[config.mk]
export PLATFORM = sky130hd
export DESIGN_NAME = particle_sensor_frame_parser_flat
export DESIGN_NICKNAME = d
export VERILOG_FILES = /design/src/rtl/core/pspf_pkg.sv /design/src/rtl/core/pspf_byte_if.sv /design/src/rtl/core/pspf_result_if.sv /design/src/rtl/core/pspf_parser.sv /design/src/rtl/core/particle_sensor_frame_parser.sv /design/src/flat_wrapper.sv
export SDC_FILE = /design/constraint.sdc
export NUM_CORES = 1
export LEC_CHECK = 0
export BUFFER_PORTS_ARGS = -buffer_cell sky130_fd_sc_hd__buf_2
export CORE_ASPECT_RATIO = 0.9
export CORE_MARGIN = 3
export CORE_UTILIZATION = 52
export CTS_BUF_LIST = sky130_fd_sc_hd__clkbuf_16
export DETAILED_ROUTE_END_ITERATION = 10
export PLACE_DENSITY = 0.74
export SYNTH_ARGS = -nofsm -noshare
export SYNTH_HDL_FRONTEND = slang
export SYNTH_SLANG_ARGS = --single-unit
export TNS_END_PERCENT = 10
[constraint.sdc]
create_clock -name clk -period 6.2 [get_ports clk]
set_clock_uncertainty 0.2 [all_clocks]
set_input_delay 1.55 -clock clk [delete_from_list [all_inputs] [get_ports clk]]
set_output_delay 1.55 -clock clk [all_outputs]
set_load 0.005 [all_outputs]
[src/rtl/core/pspf_pkg.sv]
`timescale 1ns / 1ps
// ----------------------------------------------------------------------------
// pspf_pkg
// Shared constants, result type and grading function of the particle sensor
// frame parser.
// ----------------------------------------------------------------------------
package pspf_pkg;

    localparam int BYTE_W  = 8;
    localparam int WORD_W  = 16;
    localparam int CAT_W   = 3;
    localparam int POS_W   = 5;
    localparam int NUM_LEVELS = 5;

    localparam logic [BYTE_W-1:0] START_FIRST  = 8'h42;
    localparam logic [BYTE_W-1:0] START_SECOND = 8'h4d;

    typedef logic [WORD_W-1:0] limit_table_t [NUM_LEVELS];

    localparam limit_table_t PM25_LIMITS = '{16'd13, 16'd36, 16'd56, 16'd151, 16'd251};
    localparam limit_table_t PM10_LIMITS = '{16'd55, 16'd155, 16'd255, 16'd355, 16'd425};

    typedef struct packed {
        logic [WORD_W-1:0] pm1_value;
        logic [WORD_W-1:0] pm25_value;
        logic [WORD_W-1:0] pm10_value;
        logic [CAT_W-1:0]  pm25_category;
        logic [CAT_W-1:0]  pm10_category;
        logic [CAT_W-1:0]  worst_category;
    } pspf_result_t;

    // Index of the first limit that the value stays below; all limits
    // exceeded or reached gives the level count.
    function automatic logic [CAT_W-1:0] grade(input logic [WORD_W-1:0] value,
                                               input limit_table_t limits);
        logic [CAT_W-1:0] cat;
        cat = CAT_W'(NUM_LEVELS);
        for (int i = NUM_LEVELS - 1; i >= 0; i--) begin
            if (value < limits[i]) begin
                cat = CAT_W'(i);
            end
        end
        return cat;
    endfunction

endpackage

[src/rtl/core/pspf_byte_if.sv]
`timescale 1ns / 1ps
// ----------------------------------------------------------------------------
// pspf_byte_if
// Request channel that carries one received serial byte.
// ----------------------------------------------------------------------------
interface pspf_byte_if;
    logic                         valid;
    logic                         ready;
    logic [pspf_pkg::BYTE_W-1:0]  rx_byte;

    modport source (output valid, output rx_byte, input ready);
    modport sink   (input valid, input rx_byte, output ready);
endinterface

[src/rtl/core/pspf_result_if.sv]
`timescale 1ns / 1ps
// ----------------------------------------------------------------------------
// pspf_result_if
// Request channel that carries one decoded sensor frame.
// ----------------------------------------------------------------------------
interface pspf_result_if;
    logic                         valid;
    logic                         ready;
    logic [pspf_pkg::WORD_W-1:0]  pm1_value;
    logic [pspf_pkg::WORD_W-1:0]  pm25_value;
    logic [pspf_pkg::WORD_W-1:0]  pm10_value;
    logic [pspf_pkg::CAT_W-1:0]   pm25_category;
    logic [pspf_pkg::CAT_W-1:0]   pm10_category;
    logic [pspf_pkg::CAT_W-1:0]   worst_category;

    modport source (output valid, output pm1_value, output pm25_value, output pm10_value,
                    output pm25_category, output pm10_category, output worst_category,
                    input ready);
    modport sink   (input valid, input pm1_value, input pm25_value, input pm10_value,
                    input pm25_category, input pm10_category, input worst_category,
                    output ready);
endinterface

[src/rtl/core/pspf_parser.sv]
`timescale 1ns / 1ps
// ----------------------------------------------------------------------------
// pspf_parser
// Frame position counter, running checksum and held concentration words.
// ----------------------------------------------------------------------------
module pspf_parser (
    input  logic                         clk,
    input  logic                         rst_n,
    input  logic                         step,
    input  logic [pspf_pkg::BYTE_W-1:0]  rx_byte,
    output logic                         hit,
    output pspf_pkg::pspf_result_t       result
);
    import pspf_pkg::*;

    localparam logic [POS_W-1:0] POS_HUNT    = 5'd0;
    localparam logic [POS_W-1:0] POS_SECOND  = 5'd1;
    localparam logic [POS_W-1:0] POS_PM1_HI  = 5'd4;
    localparam logic [POS_W-1:0] POS_PM1_LO  = 5'd5;
    localparam logic [POS_W-1:0] POS_PM25_HI = 5'd6;
    localparam logic [POS_W-1:0] POS_PM25_LO = 5'd7;
    localparam logic [POS_W-1:0] POS_PM10_HI = 5'd8;
    localparam logic [POS_W-1:0] POS_PM10_LO = 5'd9;
    localparam logic [POS_W-1:0] POS_CHK_HI  = 5'd30;
    localparam logic [POS_W-1:0] POS_CHK_LO  = 5'd31;

    logic [POS_W-1:0]  pos_reg,  pos_next;
    logic [WORD_W-1:0] sum_reg,  sum_next;
    logic [WORD_W-1:0] pm1_reg,  pm1_next;
    logic [WORD_W-1:0] pm25_reg, pm25_next;
    logic [WORD_W-1:0] pm10_reg, pm10_next;
    logic [BYTE_W-1:0] chk_hi_reg, chk_hi_next;
    logic [CAT_W-1:0]  cat25;
    logic [CAT_W-1:0]  cat10;

    always_comb
    begin
        pos_next    = pos_reg;
        sum_next    = sum_reg;
        pm1_next    = pm1_reg;
        pm25_next   = pm25_reg;
        pm10_next   = pm10_reg;
        chk_hi_next = chk_hi_reg;
        hit         = 1'b0;
        if (step)
        begin
            priority if (pos_reg == POS_HUNT)
            begin
                if (rx_byte == START_FIRST)
                begin
                    sum_next = WORD_W'(START_FIRST);
                    pos_next = POS_SECOND;
                end
            end
            else if (pos_reg == POS_SECOND)
            begin
                priority if (rx_byte == START_SECOND)
                begin
                    sum_next = sum_reg + WORD_W'(rx_byte);
                    pos_next = pos_reg + 1'b1;
                end
                else if (rx_byte == START_FIRST)
                begin
                    // A repeated start byte begins a fresh frame.
                    sum_next = WORD_W'(START_FIRST);
                    pos_next = POS_SECOND;
                end
                else
                begin
                    pos_next = POS_HUNT;
                end
            end
            else if (pos_reg < POS_CHK_HI)
            begin
                sum_next = sum_reg + WORD_W'(rx_byte);
                pos_next = pos_reg + 1'b1;
                if (pos_reg == POS_PM1_HI)  pm1_next  = {rx_byte, pm1_reg[BYTE_W-1:0]};
                if (pos_reg == POS_PM1_LO)  pm1_next  = {pm1_reg[WORD_W-1:BYTE_W], rx_byte};
                if (pos_reg == POS_PM25_HI) pm25_next = {rx_byte, pm25_reg[BYTE_W-1:0]};
                if (pos_reg == POS_PM25_LO) pm25_next = {pm25_reg[WORD_W-1:BYTE_W], rx_byte};
                if (pos_reg == POS_PM10_HI) pm10_next = {rx_byte, pm10_reg[BYTE_W-1:0]};
                if (pos_reg == POS_PM10_LO) pm10_next = {pm10_reg[WORD_W-1:BYTE_W], rx_byte};
            end
            else if (pos_reg == POS_CHK_HI)
            begin
                chk_hi_next = rx_byte;
                pos_next    = POS_CHK_LO;
            end
            else
            begin
                pos_next = POS_HUNT;
                hit      = ({chk_hi_reg, rx_byte} == sum_reg);
            end
        end
    end

    assign cat25 = grade(pm25_reg, PM25_LIMITS);
    assign cat10 = grade(pm10_reg, PM10_LIMITS);

    always_comb
    begin
        result.pm1_value      = pm1_reg;
        result.pm25_value     = pm25_reg;
        result.pm10_value     = pm10_reg;
        result.pm25_category  = cat25;
        result.pm10_category  = cat10;
        result.worst_category = (cat25 > cat10) ? cat25 : cat10;
    end

    always_ff @(posedge clk or negedge rst_n)
    begin
        if (!rst_n)
        begin
            pos_reg <= POS_HUNT;
        end
        else
        begin
            pos_reg <= pos_next;
        end
    end

    always_ff @(posedge clk)
    begin
        sum_reg    <= sum_next;
        pm1_reg    <= pm1_next;
        pm25_reg   <= pm25_next;
        pm10_reg   <= pm10_next;
        chk_hi_reg <= chk_hi_next;
    end

    a_hit_at_last_byte: assert property (@(posedge clk) disable iff (!rst_n)
        hit |-> step && pos_reg == POS_CHK_LO)
        else $error("frame result outside the last frame byte");

    a_hit_back_to_hunt: assert property (@(posedge clk) disable iff (!rst_n)
        hit |=> pos_reg == POS_HUNT)
        else $error("parser did not return to hunting after a frame");

    a_hold_without_step: assert property (@(posedge clk) disable iff (!rst_n)
        !step |=> $stable(pos_reg))
        else $error("frame position moved without a byte");

endmodule

[src/rtl/core/particle_sensor_frame_parser.sv]
`timescale 1ns / 1ps
// ----------------------------------------------------------------------------
// particle_sensor_frame_parser
// Parses 32-byte particle sensor frames and reports checked concentrations.
// ----------------------------------------------------------------------------
// The block takes one serial byte per clock cycle on in_ch and needs no setup.
// Every byte passes an input register and is then consumed by the frame parser,
// whose position counter and 16-bit checksum adder take the byte as it leaves
// that register; a frame that checks out is written to the result register
// as its last byte moves on, and out_ch shows it from the result register.
// That last byte waits while the result register still holds an earlier frame.
// The throughput is one byte per cycle for as long as out_ch takes results;
// a waiting result stalls the input only when the input register is also full.
// Bytes are dropped until the start pair 0x42 0x4d is seen. Frames whose
// checksum word (bytes 30 and 31, high byte first) differs from the sum of
// bytes 0 to 29 give no request on out_ch.
// ----------------------------------------------------------------------------
module particle_sensor_frame_parser (
    input  logic          clk,
    input  logic          rst_n,
    pspf_byte_if.sink     in_ch,
    pspf_result_if.source out_ch
);
    import pspf_pkg::*;

    // Input register stage.
    logic              in_valid_reg, in_valid_next;
    logic [BYTE_W-1:0] byte_reg;

    // Result register stage.
    logic              out_valid_reg, out_valid_next;
    pspf_result_t      out_data_reg;

    logic              advance;
    logic              in_take;
    logic              hit;
    pspf_result_t      result;

    // The held byte moves into the parser whenever the result register is
    // free or is being emptied in this same cycle.
    assign advance     = in_valid_reg && (!out_valid_reg || out_ch.ready);
    assign in_ch.ready = !in_valid_reg || advance;
    assign in_take     = in_ch.valid && in_ch.ready;

    pspf_parser u_parser (
        .clk     (clk),
        .rst_n   (rst_n),
        .step    (advance),
        .rx_byte (byte_reg),
        .hit     (hit),
        .result  (result)
    );

    always_comb
    begin
        in_valid_next = in_valid_reg;
        if (in_take)
        begin
            in_valid_next = 1'b1;
        end
        else if (advance)
        begin
            in_valid_next = 1'b0;
        end

        out_valid_next = out_valid_reg;
        if (advance)
        begin
            // A byte that ends no good frame still frees the result slot.
            out_valid_next = hit;
        end
        else if (out_ch.ready)
        begin
            out_valid_next = 1'b0;
        end
    end

    always_ff @(posedge clk or negedge rst_n)
    begin
        if (!rst_n)
        begin
            in_valid_reg  <= 1'b0;
            out_valid_reg <= 1'b0;
        end
        else
        begin
            in_valid_reg  <= in_valid_next;
            out_valid_reg <= out_valid_next;
        end
    end

    always_ff @(posedge clk)
    begin
        if (in_take)
        begin
            byte_reg <= in_ch.rx_byte;
        end
        if (advance && hit)
        begin
            out_data_reg <= result;
        end
    end

    assign out_ch.valid          = out_valid_reg;
    assign out_ch.pm1_value      = out_data_reg.pm1_value;
    assign out_ch.pm25_value     = out_data_reg.pm25_value;
    assign out_ch.pm10_value     = out_data_reg.pm10_value;
    assign out_ch.pm25_category  = out_data_reg.pm25_category;
    assign out_ch.pm10_category  = out_data_reg.pm10_category;
    assign out_ch.worst_category = out_data_reg.worst_category;

    // A held byte that cannot move on must stay in the input register.
    a_input_kept: assert property (@(posedge clk) disable iff (!rst_n)
        in_valid_reg && !advance |=> in_valid_reg && byte_reg == $past(byte_reg))
        else $error("held input byte lost while the parser was stalled");

    // A pending result is never overwritten by the next parsed byte.
    a_result_not_lost: assert property (@(posedge clk) disable iff (!rst_n)
        out_valid_reg && !out_ch.ready |-> !advance)
        else $error("parser advanced over a result that was not taken");

    // The worst category is never below either of the two it is taken from.
    a_worst_category: assert property (@(posedge clk) disable iff (!rst_n)
        out_valid_reg |-> out_data_reg.worst_category >= out_data_reg.pm25_category &&
                          out_data_reg.worst_category >= out_data_reg.pm10_category)
        else $error("worst category below a component category");

endmodule
[src/flat_wrapper.sv]
// flat-port wrapper written by rule: the top's interface ports become plain ports
module particle_sensor_frame_parser_flat import pspf_pkg::*;
  (clk, rst_n, in_ch_valid, in_ch_rx_byte, in_ch_ready, out_ch_valid, out_ch_pm1_value, out_ch_pm25_value, out_ch_pm10_value, out_ch_pm25_category, out_ch_pm10_category, out_ch_worst_category, out_ch_ready);
  pspf_byte_if in_ch_i ();
  pspf_result_if out_ch_i ();
  input  logic clk;
  input  logic rst_n;
  input wire logic [$bits(in_ch_i.valid)-1:0] in_ch_valid;
  input wire logic [$bits(in_ch_i.rx_byte)-1:0] in_ch_rx_byte;
  output wire logic [$bits(in_ch_i.ready)-1:0] in_ch_ready;
  output wire logic [$bits(out_ch_i.valid)-1:0] out_ch_valid;
  output wire logic [$bits(out_ch_i.pm1_value)-1:0] out_ch_pm1_value;
  output wire logic [$bits(out_ch_i.pm25_value)-1:0] out_ch_pm25_value;
  output wire logic [$bits(out_ch_i.pm10_value)-1:0] out_ch_pm10_value;
  output wire logic [$bits(out_ch_i.pm25_category)-1:0] out_ch_pm25_category;
  output wire logic [$bits(out_ch_i.pm10_category)-1:0] out_ch_pm10_category;
  output wire logic [$bits(out_ch_i.worst_category)-1:0] out_ch_worst_category;
  input wire logic [$bits(out_ch_i.ready)-1:0] out_ch_ready;
  assign in_ch_i.valid = in_ch_valid;
  assign in_ch_i.rx_byte = in_ch_rx_byte;
  assign in_ch_ready = in_ch_i.ready;
  assign out_ch_valid = out_ch_i.valid;
  assign out_ch_pm1_value = out_ch_i.pm1_value;
  assign out_ch_pm25_value = out_ch_i.pm25_value;
  assign out_ch_pm10_value = out_ch_i.pm10_value;
  assign out_ch_pm25_category = out_ch_i.pm25_category;
  assign out_ch_pm10_category = out_ch_i.pm10_category;
  assign out_ch_worst_category = out_ch_i.worst_category;
  assign out_ch_i.ready = out_ch_ready;
  particle_sensor_frame_parser u_core (.clk(clk), .rst_n(rst_n), .in_ch(in_ch_i), .out_ch(out_ch_i));
endmodule
* Word level (Yosys, flattened, before mapping) *
Index checks and enable logic that the tools add are counted.

storage, ports and cells
  output and inout port bits = 59
  memory bits (writable) = 0
  bits of input ports = 12
  latch bits = 0
  bits in registers = 144
  bits in read-only memories = 0
  memories = 0
  logic and storage cells = 105

cells by class
  $mul = 0
  bitwise gates (word level) = 6
  shift operators = 0
  $lt $le $gt $ge = 12
  div/mod/pow operators = 0
  equal/unequal tests = 12
  muxes and demuxes = 35
  reduce and logical (&&, ||, !) cells = 20
  add/sub/neg operators = 2

operator list
  kind                                                                   number
  16-bit 2-to-1 mux                                                      5
  16-bit by 8-bit < comparator with 1-bit output, second input constant  4
  16-bit by 6-bit < comparator with 1-bit output, second input constant  3
  16-bit by 9-bit < comparator with 1-bit output, second input constant  2
  5-bit 2-to-1 mux                                                       6
  3-bit 2-to-1 mux                                                       9
  8-bit 2-to-1 mux                                                       3
  5-bit by 3-bit == test with 1-bit output, second input constant        4
  5-bit AND reduction                                                    4
  6-bit AND reduction                                                    3
  16-bit by 8-bit adder with 16-bit output                               1
  16-bit == test                                                         1
  8-bit by 7-bit == test with 1-bit output, second input constant        2
  16-bit by 4-bit < comparator with 1-bit output, second input constant  1
  1-bit 2-to-1 mux                                                       12
  5-bit by 4-bit == test with 1-bit output, second input constant        2
  1-bit inverter                                                         6
  5-bit by 1-bit adder with 5-bit output, second input constant          1
  5-bit by 1-bit == test with 1-bit output, second input constant        1
  5-bit == test, second input constant                                   1
  5-bit logical NOT                                                      1
  5-bit < comparator, second input constant                              1
  2-bit AND reduction                                                    2
  2-bit nonzero test                                                     2
  other kinds (6)                                                        10

* Logic depth before layout (Yosys ltp) *
  word-level depth = 8
  mapped depth = 11
  depth with buffers taken out = 11

* Cells and area by module *
A second synthesis with hierarchy kept.

unflattened totals
  cell total of the unflattened synthesis = 388
  area total of the unflattened synthesis = 5903.2 um^2

by module, submodules not included
  module                        cells each  seq. area each (um^2)  area each (um^2)  times used
  pspf_parser                   313         2287.2                 3839.9            1
  particle_sensor_frame_parser  75          2001.9                 2063.2            1

* Worst setup path after synthesis *
OpenSTA, ideal clock, no wires.

  path type = input port to flip-flop
  start point = input port out_ch_ready
  end point = register u_core.out_data_reg, in the netlist u_core.out_ch.pm10_category[0] (enable)
  stages on the path = 5
  buffers on the path = 0
  arrival = 5831 ps
  slack = -373 ps
  cell sequence = nand2b_1 -> nand2_1 -> nor2_1 -> nand2_1 -> nor3_1

between the ends
  word-level cells in the longest chain between the ends = 4

ends and longest elaborated chain
  item                  line                                 RTL
  from (decl)           flat_wrapper.sv:18                   input wire logic [$bits(out_ch_i.ready)-1:0] out_ch_ready;
  1-bit logical OR *    particle_sensor_frame_parser.sv:41   assign advance = in_valid_reg && (!out_valid_reg || out_ch.ready);
  1-bit logical AND *   particle_sensor_frame_parser.sv:41
  1-bit 2-to-1 mux      pspf_parser.sv:45                    if (step)
  1-bit logical AND *   particle_sensor_frame_parser.sv:98   if (advance && hit)
  to (signal assigned)  particle_sensor_frame_parser.sv:100  out_data_reg <= result;
  to (decl)             particle_sensor_frame_parser.sv:32   pspf_result_t out_data_reg;

Mark *: on every way between the ends. The rest lies on a longest branch, timed or not.
A chain may end at the register's enable or synchronous reset.

* Final worst setup path *
  start point = input port out_ch_ready
  end point = output port in_ch_ready

between the ends
  word-level cells in the longest chain between the ends = 3

ends and longest elaborated chain
  item               line                                RTL
  1-bit logical OR   particle_sensor_frame_parser.sv:41
  1-bit logical AND  particle_sensor_frame_parser.sv:41
  1-bit logical OR   particle_sensor_frame_parser.sv:42  assign in_ch.ready = !in_valid_reg || advance;
  to (decl)          flat_wrapper.sv:10                  output wire logic [$bits(in_ch_i.ready)-1:0] in_ch_ready;

Every way passes these cells.

==> results.py <==
metrics = {
    "outcome": {
        "status": "finished clean",
    },
    "power": {
        "max-vdd-ir-drop_v": 0.0002656,
        "power_uw": 2953,
        "power_leakage_uw": 0.002535,
        "cellPowerDensity_nw_per_um2": 413.9,
    },
    "clocking": {
        "root_buffer": "clkbuf_16",
        "cts_sinks": 144,
        "cts_tree": "built",
        "cts_hold_buf": 0,
        "cts_resized": 0,
        "worstSkewPairLatency_ns": 0.41,
        "path_clk_slew_ns": 0.05,
        "cts_max_level": 4,
        "cts_setup_buffers": 0,
        "clockBufferDepth": 2,
        "cts_buffers": 17,
    },
    "critical_path": {
        "worstPathCellList": "buf_2, nand3b_1, buf_2",
        "cpMostUsedCell": "buf_2",
        "critical_path.top_delay_family": "buffers and inverters",
        "r2r-start": "u_core.u_parser.pm10_reg[10]",
        "r2r_slack_ns": 2.93,
        "critPathMaxStageDelay_ns": 0.19,
        "path_buf_inv": 2,
        "r2r_end": "u_core.out_ch.worst_category[0]",
        "rr_worst_depth": 9,
        "cp.arrival_ns": 1.99,
        "crit_fanout": 3,
        "worstSetupStartpointType": "input port",
        "crit_required_ns": 4.45,
        "cp_slowest_cell": "nand3b_1",
        "cp-end-kind": "output pin",
        "path_class": "input port to output pin",
    },
    "grt": {
        "antenna_found_initial": 0,
        "grt_max_degree": 58,
        "overflow": 0,
        "grt_pass1_wl_um": 18430,
        "grtUsageTotal_pct": 18.83,
        "grt_pass1_vias": 3580,
    },
    "routing": {
        "drc": 0,
        "first_pass_iters": 5,
        "first_iter_violations": 358,
        "vias": 3677,
        "avgViaCountPerCell": 5.710,
        "post_drt_wl_per_cell_um": 17.82,
        "finalWirelength_um": 11480,
        "ant_nets": 0,
    },
    "logic_synthesis": {
        "synth_edf_count": 137,
        "synth_ff_type": "edfxtp_1",
        "synthCells": 392,
        "yosys_warnings": 0,
        "ys_top_cells_by_area": "edfxtp_1 69%, ha_1 3.2%, dfrtp_1 2.9%",
        "yosysTopAreaCell": "edfxtp_1",
        "netlist-cell-type-count": 60,
        "synth_seq_cells": 144,
        "syn_area_um2": 5951,
        "syn_area_per_cell_um2": 15.18,
        "ys_async_sr_fraction_pct": 4.861,
        "synth_top_area_share_pct": 69.13,
        "yosysMostFrequentCell": "edfxtp_1",
        "synth_common_cells": "137 x edfxtp_1, 23 x o21ai_0, 19 x inv_1",
        "syn-num-nets": 420,
        "ys_seq_area_share_pct": 72.08,
    },
    "sta": {
        "setup_viol": 0,
        "whs_ns": 0.2168,
        "worst_pin_slew_ns": 1.034,
        "slew_headroom_pct": 30.89,
        "fmax_mhz": 267.3,
        "finalCritPeriodShare_pct": 60.34,
        "period_minus_slack_ns": 3.741,
        "hold_viol_final": 0,
        "drv_slew": 0,
        "final.setup.tns_ns": 0,
        "rsz0062_at_grt": "false",
    },
    "placed_design": {
        "place.gp.congestion": 0.8782,
        "post-place-cells": 614,
        "port_buffers": 70,
        "dp_hpwl_um": 7565,
    },
    "die": {
        "ios": 71,
        "die_w_um": 118.8,
        "rows": 36,
        "initial_core_util_pct": 54.14,
        "dieArea_um2": 12760,
        "coreArea_um2": 10990,
        "dieHeight_um": 107.5,
    },
    "cells_and_area": {
        "fin_cells": 644,
        "fillers": 816,
        "area_growth_pct": 19.87,
        "drive_gt1_share_pct": 23.58,
        "nNetsFinal": 509,
        "diodes": 0,
    },
    "min_path": {
        "hp-class": "flip-flop to flip-flop",
        "min_delay_path_depth": 0,
        "holdCritStartpoint": "u_core.u_parser.pm1_reg[10]",
        "min_to": "u_core.out_ch.pm1_value[10]",
    },
    "flow_run": {
        "maxCapViolations": 0,
    },
}
worst reg2reg max path, delay by kind of cell, from the launching register on:
family	cells	cell delay, ns
adder cells (fa/ha/maj)	1	0.29
AND/OR/NAND/NOR	4	1.21
AO/OA/AOI/OAI	4	0.91
flip-flops	1	0.41
metal layers:
metal / routed length, um / global-route usage (%) / up-vias
li1: - / - / 1740
met1: 4938 / 24.63 / 1773
met2: 5656 / 30.75 / 149
met3: 738 / 4.992 / 15
met4: 142 / 6.700 / 0
met5: 0 / 0 / -
cells in the final DEF (no fill, tap or decap), types with 6 or more instances in the layout:
cell type / netlist / routed
nand4_1: 6 / 6
inv_1: 19 / 19
nand2_1: 17 / 17
ha_1: 15 / 15
dfrtp_1: 7 / 7
nor2_1: 16 / 16
buf_2: 1 / 70
nand3_1: 11 / 11
clkbuf_16: 0 / 17
o21ai_0: 23 / 23
a21oi_1: 9 / 9
nor4_1: 8 / 8
xnor2_1: 6 / 6
edfxtp_1: 137 / 137
nor3_1: 12 / 11
and2_1: 7 / 7
how the worst max path moves through the flow:
stage          cells past startpoint  slack [ns]                        endpoint    startpoint
2_1_floorplan                      5        1.38  u_core.out_ch.pm10_category[0]  out_ch_ready
3_3_place_gp                       3        2.49                     in_ch_ready  out_ch_ready
3_5_place_dp                       3        2.46                     in_ch_ready  out_ch_ready
4_1_cts                            3        2.46                     in_ch_ready  out_ch_ready
5_1_grt                            3        2.42                     in_ch_ready  out_ch_ready
6_report                           3        2.46                     in_ch_ready  out_ch_ready
cells by family after synthesis:
group,synth area share [%]
XOR/XNOR,1.619
flip-flops,72.08
multiplexers,0.3574
buffers and inverters,1.661
AND/OR/NAND/NOR,10.37
adder cells (fa/ha/maj),3.490
AO/OA/AOI/OAI,10.43
report_power, final:
group | total [uW] | switching (uW) | internal [uW]
Combinational | 600 | 347 | 253
Clock | 1060 | 361 | 703
Sequential | 1290 | 105 | 1180
through the flow:
| step | setup slack (ns) | utilization [%] | instance area (um^2) |
|---|---|---|---|
| floorplan | 1.377 | - | 5956 |
| global placement | 2.494 | 59.26 | 6513 |
| detailed placement | 2.464 | 59.26 | 6513 |
| CTS | 2.458 | 64.90 | 7133 |
| global route | 2.420 | 64.90 | 7133 |
| finish | 2.459 | 64.90 | 7133 |
final cells by class:
class                           count  area (um^2)  share of cell area, %
Clock inverter                     13        195.2                  2.736
Clock buffer                       17        425.4                  5.964
Tap cell                          152        190.2                  2.666
Timing Repair Buffer               75        387.9                  5.438
Inverter                           19        71.32                 0.9998
Sequential cell                   144         4289                  60.13
Multi-Input combinational cell    224         1574                  22.07
Note: power is estimated with default switching activity, not from simulation.
